--- src/hw/rtl/nv12_to_rgb_letterbox_unit_defines.svh ---
// ----------------------------------------------------------------------------
// NV12 to RGB letterbox unit: assertion macros
// Shorthand for the concurrent checks at the end of the top level.
// ----------------------------------------------------------------------------
`ifndef NV12_TO_RGB_LETTERBOX_UNIT_DEFINES_SVH
`define NV12_TO_RGB_LETTERBOX_UNIT_DEFINES_SVH

// Same-cycle implication, off while reset is high.
`define N2R_ASSERT_NOW(name, pre, post, msg) \
  name: assert property (@(posedge clk) disable iff (rst) (pre) |-> (post)) \
    else $error(msg);

// Next-cycle implication that also covers the reset cycles.
`define N2R_ASSERT_AFTER(name, pre, post, msg) \
  name: assert property (@(posedge clk) (pre) |=> (post)) \
    else $error(msg);

`endif

--- src/hw/rtl/n2r_pkg.sv ---
// ----------------------------------------------------------------------------
// NV12 to RGB letterbox package
// Widths, codes, coefficients and the types shared by the unit's modules.
// ----------------------------------------------------------------------------
package n2r_pkg;

  localparam int MAX_DIMENSION  = 4096;
  localparam int DIM_LIMIT      = (MAX_DIMENSION < 4096) ? MAX_DIMENSION : 4096;
  localparam int DIM_W          = 13;
  localparam int POS_W          = 12;
  localparam int SCALE_W        = 32;
  localparam int SCALE_FRAC     = 16;
  localparam int MX_W           = POS_W + SCALE_W;
  localparam int SXR_W          = MX_W - SCALE_FRAC;
  localparam int PROD_W         = POS_W + DIM_W;
  localparam int AREA_W         = 2 * DIM_W;
  localparam int LUMA_ADDR_W    = 24;
  localparam int CHROMA_ADDR_W  = 25;
  localparam int COEF_FRAC_BITS = 10;
  localparam int ACC_W          = COEF_FRAC_BITS + 13;
  localparam int QUEUE_DEPTH    = 4;
  localparam int QPTR_W         = $clog2(QUEUE_DEPTH);
  localparam int QCNT_W         = $clog2(QUEUE_DEPTH + 1);
  localparam int IDX_W          = 3;

  localparam logic [7:0] FILL_LEVEL = 8'd114;

  // BT.601 limited-range coefficients, rounded to COEF_FRAC_BITS fraction bits
  localparam logic signed [ACC_W-1:0] COEF_CY =
    ACC_W'(((1164 << COEF_FRAC_BITS) + 500) / 1000);
  localparam logic signed [ACC_W-1:0] COEF_RV =
    ACC_W'(((1596 << COEF_FRAC_BITS) + 500) / 1000);
  localparam logic signed [ACC_W-1:0] COEF_GU =
    ACC_W'(((391 << COEF_FRAC_BITS) + 500) / 1000);
  localparam logic signed [ACC_W-1:0] COEF_GV =
    ACC_W'(((813 << COEF_FRAC_BITS) + 500) / 1000);
  localparam logic signed [ACC_W-1:0] COEF_BU =
    ACC_W'(((2018 << COEF_FRAC_BITS) + 500) / 1000);

  typedef enum logic [IDX_W-1:0] {
    REG_SRC_WIDTH     = 3'd0,
    REG_SRC_HEIGHT    = 3'd1,
    REG_DST_WIDTH     = 3'd2,
    REG_DST_HEIGHT    = 3'd3,
    REG_SCALED_WIDTH  = 3'd4,
    REG_SCALED_HEIGHT = 3'd5,
    REG_INVERSE_SCALE = 3'd6
  } reg_index_t;

  typedef enum logic [1:0] {
    KIND_FILL  = 2'd0,
    KIND_FETCH = 2'd1,
    KIND_PIXEL = 2'd2
  } kind_t;

  localparam logic ACT_STEP    = 1'b0;
  localparam logic ACT_SAMPLES = 1'b1;

  // Destination geometry after clamping
  typedef struct packed {
    logic [DIM_W-1:0] dst_w;
    logic [DIM_W-1:0] dst_h;
    logic [DIM_W-1:0] win_w;
    logic [DIM_W-1:0] win_h;
    logic [POS_W-1:0] pad_x;
    logic [POS_W-1:0] pad_y;
  } geo_t;

  // Source geometry and scale
  typedef struct packed {
    logic [DIM_W-1:0]   src_w;
    logic [DIM_W-1:0]   src_h;
    logic [SCALE_W-1:0] inv;
  } src_t;

  // Classified item handed from the front to the back
  typedef struct packed {
    kind_t            kind;
    logic [POS_W-1:0] col;
    logic [POS_W-1:0] row;
    logic             last;
    logic [POS_W-1:0] dx;
    logic [POS_W-1:0] dy;
    logic [7:0]       luma;
    logic [7:0]       cb;
    logic [7:0]       cr;
  } cmd_t;

  // Fields that ride along the back pipeline unchanged
  typedef struct packed {
    kind_t            kind;
    logic [POS_W-1:0] col;
    logic [POS_W-1:0] row;
    logic             last;
  } tag_t;

  typedef struct packed {
    kind_t                    kind;
    logic [LUMA_ADDR_W-1:0]   luma_addr;
    logic [CHROMA_ADDR_W-1:0] chroma_addr;
    logic [7:0]               red;
    logic [7:0]               green;
    logic [7:0]               blue;
    logic [POS_W-1:0]         col;
    logic [POS_W-1:0]         row;
    logic                     last;
  } res_t;

  function automatic logic [DIM_W-1:0] clamp_dim(input logic [DIM_W-1:0] v);
    logic [DIM_W-1:0] r;
    r = v;
    if (v == '0) r = DIM_W'(1);
    else if (v > DIM_W'(DIM_LIMIT)) r = DIM_W'(DIM_LIMIT);
    return r;
  endfunction

  // Floor shift and saturate to a byte
  function automatic logic [7:0] to_byte(input logic signed [ACC_W-1:0] a);
    logic [ACC_W-1:0] s;
    logic [7:0]       r;
    s = ACC_W'(a) >> COEF_FRAC_BITS;
    if (a[ACC_W-1]) r = 8'd0;
    else if (s > ACC_W'(255)) r = 8'd255;
    else r = s[7:0];
    return r;
  endfunction

endpackage

--- src/hw/rtl/nv12_to_rgb_letterbox_unit.sv ---
// Path: an accepted item passes through the command queue, then a four-stage
//   back pipeline ending in the output register.
// Throughput: one item per cycle; an output stall freezes the back pipeline
//   and the 4-entry command queue takes up to four more items.
// Reset: position and pending-fetch flag cleared, queue and pipeline emptied,
//   registers back to 640, 480, 640, 640, 640, 480 and 1.0 scale.
// ----------------------------------------------------------------------------
// NV12 to RGB letterbox unit
// Raster walk of a letterboxed frame: fill pixels, nearest-neighbour NV12
// fetch requests and BT.601 YUV to RGB conversion.
// ----------------------------------------------------------------------------
`include "nv12_to_rgb_letterbox_unit_defines.svh"

module nv12_to_rgb_letterbox_unit (
  input  logic         clk,
  input  logic         rst,
  input  logic         s_tvalid,
  output logic         s_tready,
  input  logic [23:0]  s_tdata,   // luma_sample, chroma_u, chroma_v
  input  logic         s_tuser,   // action
  output logic         m_tvalid,
  input  logic         m_tready,
  output logic [103:0] m_tdata,   // luma_address, chroma_address, red, green,
                                  // blue, column, row, zero pad
  output logic [1:0]   m_tuser,   // kind
  output logic         m_tlast,   // frame_end
  input  logic         cfg_valid,
  output logic         cfg_ready,
  input  logic [2:0]   cfg_index,
  input  logic [31:0]  cfg_data
);

  logic [n2r_pkg::DIM_W-1:0]   src_width, src_height, dst_width, dst_height;
  logic [n2r_pkg::DIM_W-1:0]   scaled_width, scaled_height;
  logic [n2r_pkg::SCALE_W-1:0] inverse_scale;

  n2r_pkg::geo_t geo;
  n2r_pkg::src_t src;
  n2r_pkg::cmd_t push_cmd, head_cmd;
  n2r_pkg::res_t res;
  logic          push, q_full, q_pop, q_valid;
  logic [n2r_pkg::DIM_W-1:0] dw, dh;

  assign cfg_ready = 1'b1;

  always_ff @(posedge clk) begin
    if (rst) begin
      src_width     <= n2r_pkg::DIM_W'(640);
      src_height    <= n2r_pkg::DIM_W'(480);
      dst_width     <= n2r_pkg::DIM_W'(640);
      dst_height    <= n2r_pkg::DIM_W'(640);
      scaled_width  <= n2r_pkg::DIM_W'(640);
      scaled_height <= n2r_pkg::DIM_W'(480);
      inverse_scale <= n2r_pkg::SCALE_W'(65536);
    end else if (cfg_valid && cfg_ready) begin
      unique case (cfg_index)
        n2r_pkg::REG_SRC_WIDTH:     src_width     <= cfg_data[n2r_pkg::DIM_W-1:0];
        n2r_pkg::REG_SRC_HEIGHT:    src_height    <= cfg_data[n2r_pkg::DIM_W-1:0];
        n2r_pkg::REG_DST_WIDTH:     dst_width     <= cfg_data[n2r_pkg::DIM_W-1:0];
        n2r_pkg::REG_DST_HEIGHT:    dst_height    <= cfg_data[n2r_pkg::DIM_W-1:0];
        n2r_pkg::REG_SCALED_WIDTH:  scaled_width  <= cfg_data[n2r_pkg::DIM_W-1:0];
        n2r_pkg::REG_SCALED_HEIGHT: scaled_height <= cfg_data[n2r_pkg::DIM_W-1:0];
        n2r_pkg::REG_INVERSE_SCALE: inverse_scale <= cfg_data;
        default: ;
      endcase
    end
  end

  // clamp sizes and center the window
  always_comb begin
    dw        = n2r_pkg::clamp_dim(dst_width);
    dh        = n2r_pkg::clamp_dim(dst_height);
    geo.dst_w = dw;
    geo.dst_h = dh;
    geo.win_w = (scaled_width > dw) ? dw : scaled_width;
    geo.win_h = (scaled_height > dh) ? dh : scaled_height;
    geo.pad_x = n2r_pkg::POS_W'((dw - geo.win_w) >> 1);
    geo.pad_y = n2r_pkg::POS_W'((dh - geo.win_h) >> 1);
    src.src_w = n2r_pkg::clamp_dim(src_width);
    src.src_h = n2r_pkg::clamp_dim(src_height);
    src.inv   = inverse_scale;
  end

  n2r_front u_front (
    .clk       (clk),
    .rst       (rst),
    .in_valid  (s_tvalid),
    .in_ready  (s_tready),
    .in_action (s_tuser),
    .in_luma   (s_tdata[7:0]),
    .in_cb     (s_tdata[15:8]),
    .in_cr     (s_tdata[23:16]),
    .geo       (geo),
    .q_full    (q_full),
    .push      (push),
    .cmd       (push_cmd)
  );

  n2r_queue u_queue (
    .clk       (clk),
    .rst       (rst),
    .push      (push),
    .push_cmd  (push_cmd),
    .full      (q_full),
    .pop       (q_pop),
    .not_empty (q_valid),
    .head      (head_cmd)
  );

  n2r_back u_back (
    .clk       (clk),
    .rst       (rst),
    .q_valid   (q_valid),
    .q_pop     (q_pop),
    .cmd       (head_cmd),
    .src       (src),
    .out_valid (m_tvalid),
    .out_ready (m_tready),
    .res       (res)
  );

  assign m_tdata = {7'd0, res.row, res.col, res.blue, res.green, res.red,
                    res.chroma_addr, res.luma_addr};
  assign m_tuser = res.kind;
  assign m_tlast = res.last;

  `N2R_ASSERT_NOW(a_fetch_not_last,
    m_tvalid && (m_tuser == n2r_pkg::KIND_FETCH), !m_tlast,
    "fetch request marked as frame end")
  `N2R_ASSERT_NOW(a_pixel_no_address,
    m_tvalid && (m_tuser != n2r_pkg::KIND_FETCH), m_tdata[48:0] == '0,
    "pixel result carries a nonzero address")
  `N2R_ASSERT_NOW(a_fill_gray,
    m_tvalid && (m_tuser == n2r_pkg::KIND_FILL),
    (m_tdata[56:49] == n2r_pkg::FILL_LEVEL) && (m_tdata[64:57] == n2r_pkg::FILL_LEVEL) &&
    (m_tdata[72:65] == n2r_pkg::FILL_LEVEL),
    "fill pixel is not gray")
  `N2R_ASSERT_AFTER(a_reset_empty, rst, !m_tvalid && s_tready,
    "reset did not empty the queue and pipeline")

endmodule

--- src/hw/rtl/n2r_front.sv ---
// ----------------------------------------------------------------------------
// NV12 to RGB letterbox front end
// Holds the raster position, classifies each item and queues a command for every item but dropped samples.
// ----------------------------------------------------------------------------
module n2r_front (
  input  logic                      clk,
  input  logic                      rst,
  input  logic                      in_valid,
  output logic                      in_ready,
  input  logic                      in_action,
  input  logic [7:0]                in_luma,
  input  logic [7:0]                in_cb,
  input  logic [7:0]                in_cr,
  input  n2r_pkg::geo_t             geo,
  input  logic                      q_full,
  output logic                      push,
  output n2r_pkg::cmd_t             cmd
);

  logic [n2r_pkg::POS_W-1:0] col, col_next;
  logic [n2r_pkg::POS_W-1:0] row, row_next;
  logic                      awaiting, awaiting_next;

  logic [n2r_pkg::DIM_W-1:0] col_inc, row_inc, win_x_end, win_y_end;
  logic                      col_wrap, row_wrap, in_win, samples, accept, advance;

  always_comb begin
    col_inc   = {1'b0, col} + n2r_pkg::DIM_W'(1);
    row_inc   = {1'b0, row} + n2r_pkg::DIM_W'(1);
    col_wrap  = col_inc >= geo.dst_w;
    row_wrap  = row_inc >= geo.dst_h;
    win_x_end = {1'b0, geo.pad_x} + geo.win_w;
    win_y_end = {1'b0, geo.pad_y} + geo.win_h;
    in_win    = (col >= geo.pad_x) && ({1'b0, col} < win_x_end) &&
                (row >= geo.pad_y) && ({1'b0, row} < win_y_end);
    samples   = in_action == n2r_pkg::ACT_SAMPLES;
    in_ready  = !q_full;
    accept    = in_valid && in_ready;

    // Samples with no fetch outstanding are dropped
    push      = accept && (!samples || awaiting);
    advance   = accept && (samples ? awaiting : !(in_win || awaiting));

    cmd.col  = col;
    cmd.row  = row;
    cmd.dx   = (col >= geo.pad_x) ? col - geo.pad_x : '0;
    cmd.dy   = (row >= geo.pad_y) ? row - geo.pad_y : '0;
    cmd.luma = in_luma;
    cmd.cb   = in_cb;
    cmd.cr   = in_cr;
    if (samples) begin
      cmd.kind = n2r_pkg::KIND_PIXEL;
      cmd.last = col_wrap && row_wrap;
    end else if (in_win || awaiting) begin
      cmd.kind = n2r_pkg::KIND_FETCH;
      cmd.last = 1'b0;
    end else begin
      cmd.kind = n2r_pkg::KIND_FILL;
      cmd.last = col_wrap && row_wrap;
    end

    col_next      = col;
    row_next      = row;
    awaiting_next = awaiting;
    if (accept) begin
      if (samples) awaiting_next = 1'b0;
      else if (in_win || awaiting) awaiting_next = 1'b1;
    end
    if (advance) begin
      if (col_wrap) begin
        col_next = '0;
        row_next = row_wrap ? '0 : row_inc[n2r_pkg::POS_W-1:0];
      end else begin
        col_next = col_inc[n2r_pkg::POS_W-1:0];
      end
    end
  end

  always_ff @(posedge clk) begin
    if (rst) begin
      col      <= '0;
      row      <= '0;
      awaiting <= 1'b0;
    end else begin
      col      <= col_next;
      row      <= row_next;
      awaiting <= awaiting_next;
    end
  end

endmodule

--- src/hw/rtl/n2r_queue.sv ---
// ----------------------------------------------------------------------------
// NV12 to RGB letterbox command queue
// Short FIFO that decouples the front end from the back pipeline.
// ----------------------------------------------------------------------------
module n2r_queue (
  input  logic          clk,
  input  logic          rst,
  input  logic          push,
  input  n2r_pkg::cmd_t push_cmd,
  output logic          full,
  input  logic          pop,
  output logic          not_empty,
  output n2r_pkg::cmd_t head
);

  n2r_pkg::cmd_t              entries [n2r_pkg::QUEUE_DEPTH];
  logic [n2r_pkg::QPTR_W-1:0] wr_ptr, rd_ptr;
  logic [n2r_pkg::QCNT_W-1:0] count;
  logic                       do_push, do_pop;

  always_comb begin
    full      = count == n2r_pkg::QCNT_W'(n2r_pkg::QUEUE_DEPTH);
    not_empty = count != '0;
    do_push   = push && !full;
    do_pop    = pop && not_empty;
    head      = entries[rd_ptr];
  end

  always_ff @(posedge clk) begin
    if (do_push) entries[wr_ptr] <= push_cmd;
  end

  always_ff @(posedge clk) begin
    if (rst) begin
      wr_ptr <= '0;
      rd_ptr <= '0;
      count  <= '0;
    end else begin
      if (do_push) wr_ptr <= wr_ptr + n2r_pkg::QPTR_W'(1);
      if (do_pop) rd_ptr <= rd_ptr + n2r_pkg::QPTR_W'(1);
      if (do_push && !do_pop) count <= count + n2r_pkg::QCNT_W'(1);
      else if (do_pop && !do_push) count <= count - n2r_pkg::QCNT_W'(1);
    end
  end

endmodule

--- src/hw/rtl/n2r_back.sv ---
// ----------------------------------------------------------------------------
// NV12 to RGB letterbox back end
// Four-stage pipeline: scale products and color terms, clamp and saturate,
// address products, final sums into the output register.
// ----------------------------------------------------------------------------
module n2r_back (
  input  logic          clk,
  input  logic          rst,
  input  logic          q_valid,
  output logic          q_pop,
  input  n2r_pkg::cmd_t cmd,
  input  n2r_pkg::src_t src,
  output logic          out_valid,
  input  logic          out_ready,
  output n2r_pkg::res_t res
);

  logic                               en;
  logic signed [9:0]                  y_off, u_off, v_off;

  // stage 1
  logic                               v1;
  n2r_pkg::tag_t                      t1;
  logic [n2r_pkg::MX_W-1:0]           mx1, my1;
  logic signed [n2r_pkg::ACC_W-1:0]   cy1, rv1, gu1, gv1, bu1;

  // stage 2
  logic                               v2;
  n2r_pkg::tag_t                      t2;
  logic [n2r_pkg::POS_W-1:0]          sx2, sy2;
  logic [7:0]                         r2, g2, b2;
  logic [n2r_pkg::SXR_W-1:0]          sx_raw, sy_raw;
  logic [n2r_pkg::DIM_W-1:0]          lim_x, lim_y;
  logic signed [n2r_pkg::ACC_W-1:0]   acc_r, acc_g, acc_b;

  // stage 3
  logic                               v3;
  n2r_pkg::tag_t                      t3;
  logic [n2r_pkg::POS_W-1:0]          sx3;
  logic [n2r_pkg::PROD_W-1:0]         lp3, cp3;
  logic [n2r_pkg::AREA_W-1:0]         ar3;
  logic [7:0]                         r3, g3, b3;
  logic [n2r_pkg::PROD_W-1:0]         luma_sum;
  logic [n2r_pkg::AREA_W-1:0]         chroma_sum;

  always_comb begin
    // the whole pipeline holds while the output register is stalled
    en    = !out_valid || out_ready;
    q_pop = en && q_valid;
    y_off = $signed({2'b00, cmd.luma}) - 10'sd16;
    u_off = $signed({2'b00, cmd.cb}) - 10'sd128;
    v_off = $signed({2'b00, cmd.cr}) - 10'sd128;

    sx_raw = mx1[n2r_pkg::MX_W-1:n2r_pkg::SCALE_FRAC];
    sy_raw = my1[n2r_pkg::MX_W-1:n2r_pkg::SCALE_FRAC];
    lim_x  = src.src_w - n2r_pkg::DIM_W'(1);
    lim_y  = src.src_h - n2r_pkg::DIM_W'(1);
    acc_r  = cy1 + rv1;
    acc_g  = cy1 - gu1 - gv1;
    acc_b  = cy1 + bu1;

    luma_sum   = lp3 + n2r_pkg::PROD_W'(sx3);
    chroma_sum = ar3 + n2r_pkg::AREA_W'(cp3) +
                 n2r_pkg::AREA_W'({sx3[n2r_pkg::POS_W-1:1], 1'b0});
  end

  always_ff @(posedge clk) begin
    if (rst) begin
      v1        <= 1'b0;
      v2        <= 1'b0;
      v3        <= 1'b0;
      out_valid <= 1'b0;
    end else if (en) begin
      v1        <= q_valid;
      v2        <= v1;
      v3        <= v2;
      out_valid <= v3;
    end
  end

  always_ff @(posedge clk) begin
    if (en) begin
      t1.kind <= cmd.kind;
      t1.col  <= cmd.col;
      t1.row  <= cmd.row;
      t1.last <= cmd.last;
      mx1     <= cmd.dx * src.inv;
      my1     <= cmd.dy * src.inv;
      cy1     <= y_off * n2r_pkg::COEF_CY;
      rv1     <= v_off * n2r_pkg::COEF_RV;
      gu1     <= u_off * n2r_pkg::COEF_GU;
      gv1     <= v_off * n2r_pkg::COEF_GV;
      bu1     <= u_off * n2r_pkg::COEF_BU;

      t2  <= t1;
      sx2 <= (sx_raw > n2r_pkg::SXR_W'(lim_x)) ? lim_x[n2r_pkg::POS_W-1:0]
                                                : sx_raw[n2r_pkg::POS_W-1:0];
      sy2 <= (sy_raw > n2r_pkg::SXR_W'(lim_y)) ? lim_y[n2r_pkg::POS_W-1:0]
                                                : sy_raw[n2r_pkg::POS_W-1:0];
      r2  <= n2r_pkg::to_byte(acc_r);
      g2  <= n2r_pkg::to_byte(acc_g);
      b2  <= n2r_pkg::to_byte(acc_b);

      t3  <= t2;
      sx3 <= sx2;
      lp3 <= sy2 * src.src_w;
      cp3 <= (sy2 >> 1) * src.src_w;
      ar3 <= src.src_w * src.src_h;
      r3  <= r2;
      g3  <= g2;
      b3  <= b2;

      res.kind        <= t3.kind;
      res.col         <= t3.col;
      res.row         <= t3.row;
      res.last        <= t3.last;
      res.luma_addr   <= '0;
      res.chroma_addr <= '0;
      res.red         <= '0;
      res.green       <= '0;
      res.blue        <= '0;
      case (t3.kind)
        n2r_pkg::KIND_FETCH: begin
          res.luma_addr   <= luma_sum[n2r_pkg::LUMA_ADDR_W-1:0];
          res.chroma_addr <= chroma_sum[n2r_pkg::CHROMA_ADDR_W-1:0];
        end
        n2r_pkg::KIND_PIXEL: begin
          res.red   <= r3;
          res.green <= g3;
          res.blue  <= b3;
        end
        default: begin
          res.red   <= n2r_pkg::FILL_LEVEL;
          res.green <= n2r_pkg::FILL_LEVEL;
          res.blue  <= n2r_pkg::FILL_LEVEL;
        end
      endcase
    end
  end

endmodule
--- config.mk ---
export PLATFORM = sky130hd
export DESIGN_NAME = nv12_to_rgb_letterbox_unit
export DESIGN_NICKNAME = d
export VERILOG_FILES = /design/src/hw/rtl/n2r_pkg.sv /design/src/hw/rtl/nv12_to_rgb_letterbox_unit.sv /design/src/hw/rtl/n2r_front.sv /design/src/hw/rtl/n2r_queue.sv /design/src/hw/rtl/n2r_back.sv
export VERILOG_INCLUDE_DIRS = /design/src /design/src/hw/rtl
export SDC_FILE = /design/constraint.sdc
export NUM_CORES = 2
export LEC_CHECK = 0
export BUFFER_PORTS_ARGS = -buffer_cell sky130_fd_sc_hd__buf_2
export CAP_MARGIN = 10
export CELL_PAD_IN_SITES_DETAIL_PLACEMENT = 0
export CELL_PAD_IN_SITES_GLOBAL_PLACEMENT = 1
export CORE_MARGIN = 1.5
export CORE_UTILIZATION = 40
export DETAILED_ROUTE_END_ITERATION = 7
export PLACE_DENSITY_LB_ADDON = 0.05
export SLEW_MARGIN = 40
export SYNTH_ARGS = -nofsm -noshare
export SYNTH_HDL_FRONTEND = slang
export SYNTH_HIERARCHICAL = 1
export SYNTH_SLANG_ARGS = --single-unit
export TNS_END_PERCENT = 100
--- constraint.sdc ---
create_clock -name clk -period 29.5 [get_ports clk]
set_input_delay 5.9 -clock clk [delete_from_list [all_inputs] [get_ports clk]]
set_output_delay 5.9 -clock clk [all_outputs]
set_load 0.01 [all_outputs]
==> results.json <==
{
  "path_buf_inv": 2,
  "fin_util": 0.439,
  "grt_overflow": 0,
  "cts.sinks": 928,
  "p_leak_nw": 41.5,
  "initial_core_util": 0.402,
  "r2r_cells": 32,
  "hold_depth": 0,
  "synth-main-ff-cell": "edfxtp_1",
  "path_clk_slew_ps": 60,
  "p_per_area_mw_per_mm2": 81.7,
  "synth_top_area_cell": "edfxtp_1",
  "yosys.area.top_type_share": 0.281,
  "yosys_warnings": 6,
  "dpl.hpwl_um": 157000,
  "synth_top_family_by_area": "adder cells",
  "rows": 167,
  "required_ps": 30140,
  "ys_ff_latch": 928,
  "ios": 175,
  "hold_ws_ps": 403,
  "post_cts_resized": 0,
  "critPathKind": "reg2reg",
  "seq_area_frac_synth": 0.317,
  "cts_tree": "built",
  "ir_drop_mv": 0.0783,
  "synth.most_common_cell": "inv_1",
  "status": "finished clean",
  "post_route_cells_drive_above_1_share": 0.0744,
  "dr.pass1.iters": 8,
  "grt_first_pass_wirelength_um": 330000,
  "syn_inst": 7966,
  "fin_skew_ps": 42.6,
  "arrival_ps": 9090,
  "ys_top_cells_by_count": "inv_1, nand2_1, fa_1, ha_1, edfxtp_1",
  "root_buffer": "clkbuf_16",
  "dieArea_mm2": 0.211,
  "nets": 9813,
  "cp.depth": 32,
  "cap_violations": 0,
  "tightestPinTransition_ps": 884,
  "wl_um": 210000,
  "slew-limit-headroom": 0.411,
  "grt_max_degree": 81,
  "min_path_type": "reg2reg",
  "synthMuxAreaShare": 0.0269,
  "yosys.area_share.simple": 0.127,
  "cp_max_fo": 17,
  "portBuffers": 166,
  "finalHoldViolations": 0,
  "drtIter0Drc": 2713,
  "cts.htree.levels": 3,
  "ant_nets": 0,
  "min_period_ps": 8450,
  "period_share": 0.286,
  "clockBufferDepth": 3,
  "synth-edff-count": 780,
  "drc": 0,
  "coreArea_mm2": 0.207,
  "gp_congestion": 0.811,
  "slowest_stage": "a21o_1",
  "antenna_found_initial": 22,
  "crit_top_cell": "ha_1",
  "cpLargestDelayFamily": "compound AO/OA/AOI/OAI gates",
  "cpPeakStageDelay_ps": 620,
  "synth.distinct_cells": 101,
  "yosys-top-cells-area": "edfxtp_1, fa_1, ha_1",
  "rsz0062_at_grt": "false",
  "first_global_vias": 57300,
  "synth_area_mm2": 0.0833,
  "grt.total_usage": 0.201,
  "post_cts_buffers": 0,
  "tns_ps": 0,
  "max_freq_mhz": 118,
  "syn2layout_area_growth_pct": 9.25,
  "avgSynthCellArea_um2": 10.5,
  "routedWlPerCell_um": 19.2,
  "worst_setup_path_start_kind": "flip-flop",
  "synth_fa_ha_area_frac": 0.345,
  "vias_per_cell": 5.00,
  "cts_hold_buffers": 0,
  "vias": 54500,
  "clkLatencyLatePin_ps": 770,
  "synthXorXnorAreaFrac": 0.0337,
  "dieWidth_um": 459,
  "maxSlewViolCount": 0,
  "cts_inserted_buffers": 110,
  "die_height_um": 459,
  "cp-end-kind": "flip-flop",
  "synth_compound_area_frac": 0.0726,
  "ys_async_sr_fraction": 0,
  "setup_viol": 0
}
-- flip-flops by register name (all words and copies together), names as in the netlist, 16 cells and up, named ones only --
signal / cells
u_back/rv1: 16
u_back/my1: 28
u_back/bu1: 21
u_back/gv1: 20
inverse_scale: 32
u_back/mx1: 28
u_back/ar3: 25
u_queue/entries: 300
u_back/t2: 27
u_back/t3: 27
u_back/res: 100
u_back/t1: 27
u_back/cp3: 24
u_back/lp3: 24
u_back/cy1: 18
-- path summary, 6_finish.rpt --
check                               startpoint              to  slack (ps)
worst max-delay path            dst_height[12]  u_front/col[2]       21050
worst min register to register    u_back/t2[6]    u_back/t3[6]         400
worst min-delay path              u_back/t2[6]    u_back/t3[6]         400
worst max register to register  dst_height[12]  u_front/col[2]       21050
-- routing by layer --
metal	part of all wire	vias to the layer above	track usage	wire length [um]
met5	0	-	0	0
met3	0.037	255	0.0247	7790
met2	0.47	922	0.334	97900
li1	-	26100	-	-
met1	0.48	27200	0.280	99800
met4	0.021	0	0.0458	4360
-- placed cells by master, fill, tap and decap left out, types with 34 or more instances in the layout --
cell type  count
nor2_1       247
a21oi_1      358
inv_1       1346
nand4_1       46
nand2b_1      34
a21o_1       103
nand3_1       67
clkbuf_16    110
nor3_1        98
buf_4         71
edfxtp_1     780
o21bai_1      39
o21a_1        48
buf_2        165
nor2b_1       75
o21ai_0      149
dfxtp_1      144
mux4_2        61
nand2_1     1109
mux2i_1       54
and2_1       370
fa_1         937
xnor2_1      197
xor2_1       123
ha_1         796
-- layout make-up --
class	count	area, um2
clock buffer	135	2910
antenna	7	17.5
fill	19800	116000
clock inverter	70	903
multi-input combinational	5370	50600
sequential	928	26400
tap	2788	3490
inverter	1350	5070
timing repair buffer	255	1620
-- cell families after synthesis --
kind of cell,after synthesis
adders and majority gates,1733
AOI/OAI and AO/OA,939
muxes,130
and+or+nand+nor,2240
other,2
DFF,928
buffers and inverters,1674
xor gates and xnor gates,320
-- metrics by stage --
stage	area, um2	power, mW	worst slack (ps)	cells
after floorplan	83300	5.00	8150	7972
after global placement	86900	6.06	20340	10700
after detailed placement	87100	6.07	20370	10700
after CTS	90900	7.56	21060	10900
after global routing	91000	8.13	20450	10900
final	91000	7.43	21050	10900
-- report_power, final --
| part | internal (mW) | leakage [nW] | total (mW) | switching [mW] |
|---|---|---|---|---|
| clock network | 0.845 | 1.84 | 1.43 | 0.582 |
| logic | 1.62 | 30.3 | 3.93 | 2.31 |
| registers | 1.91 | 9.30 | 2.08 | 0.171 |
| total | 4.37 | 41.5 | 7.43 | 3.06 |
Note: power is estimated with default switching activity, not from simulation.
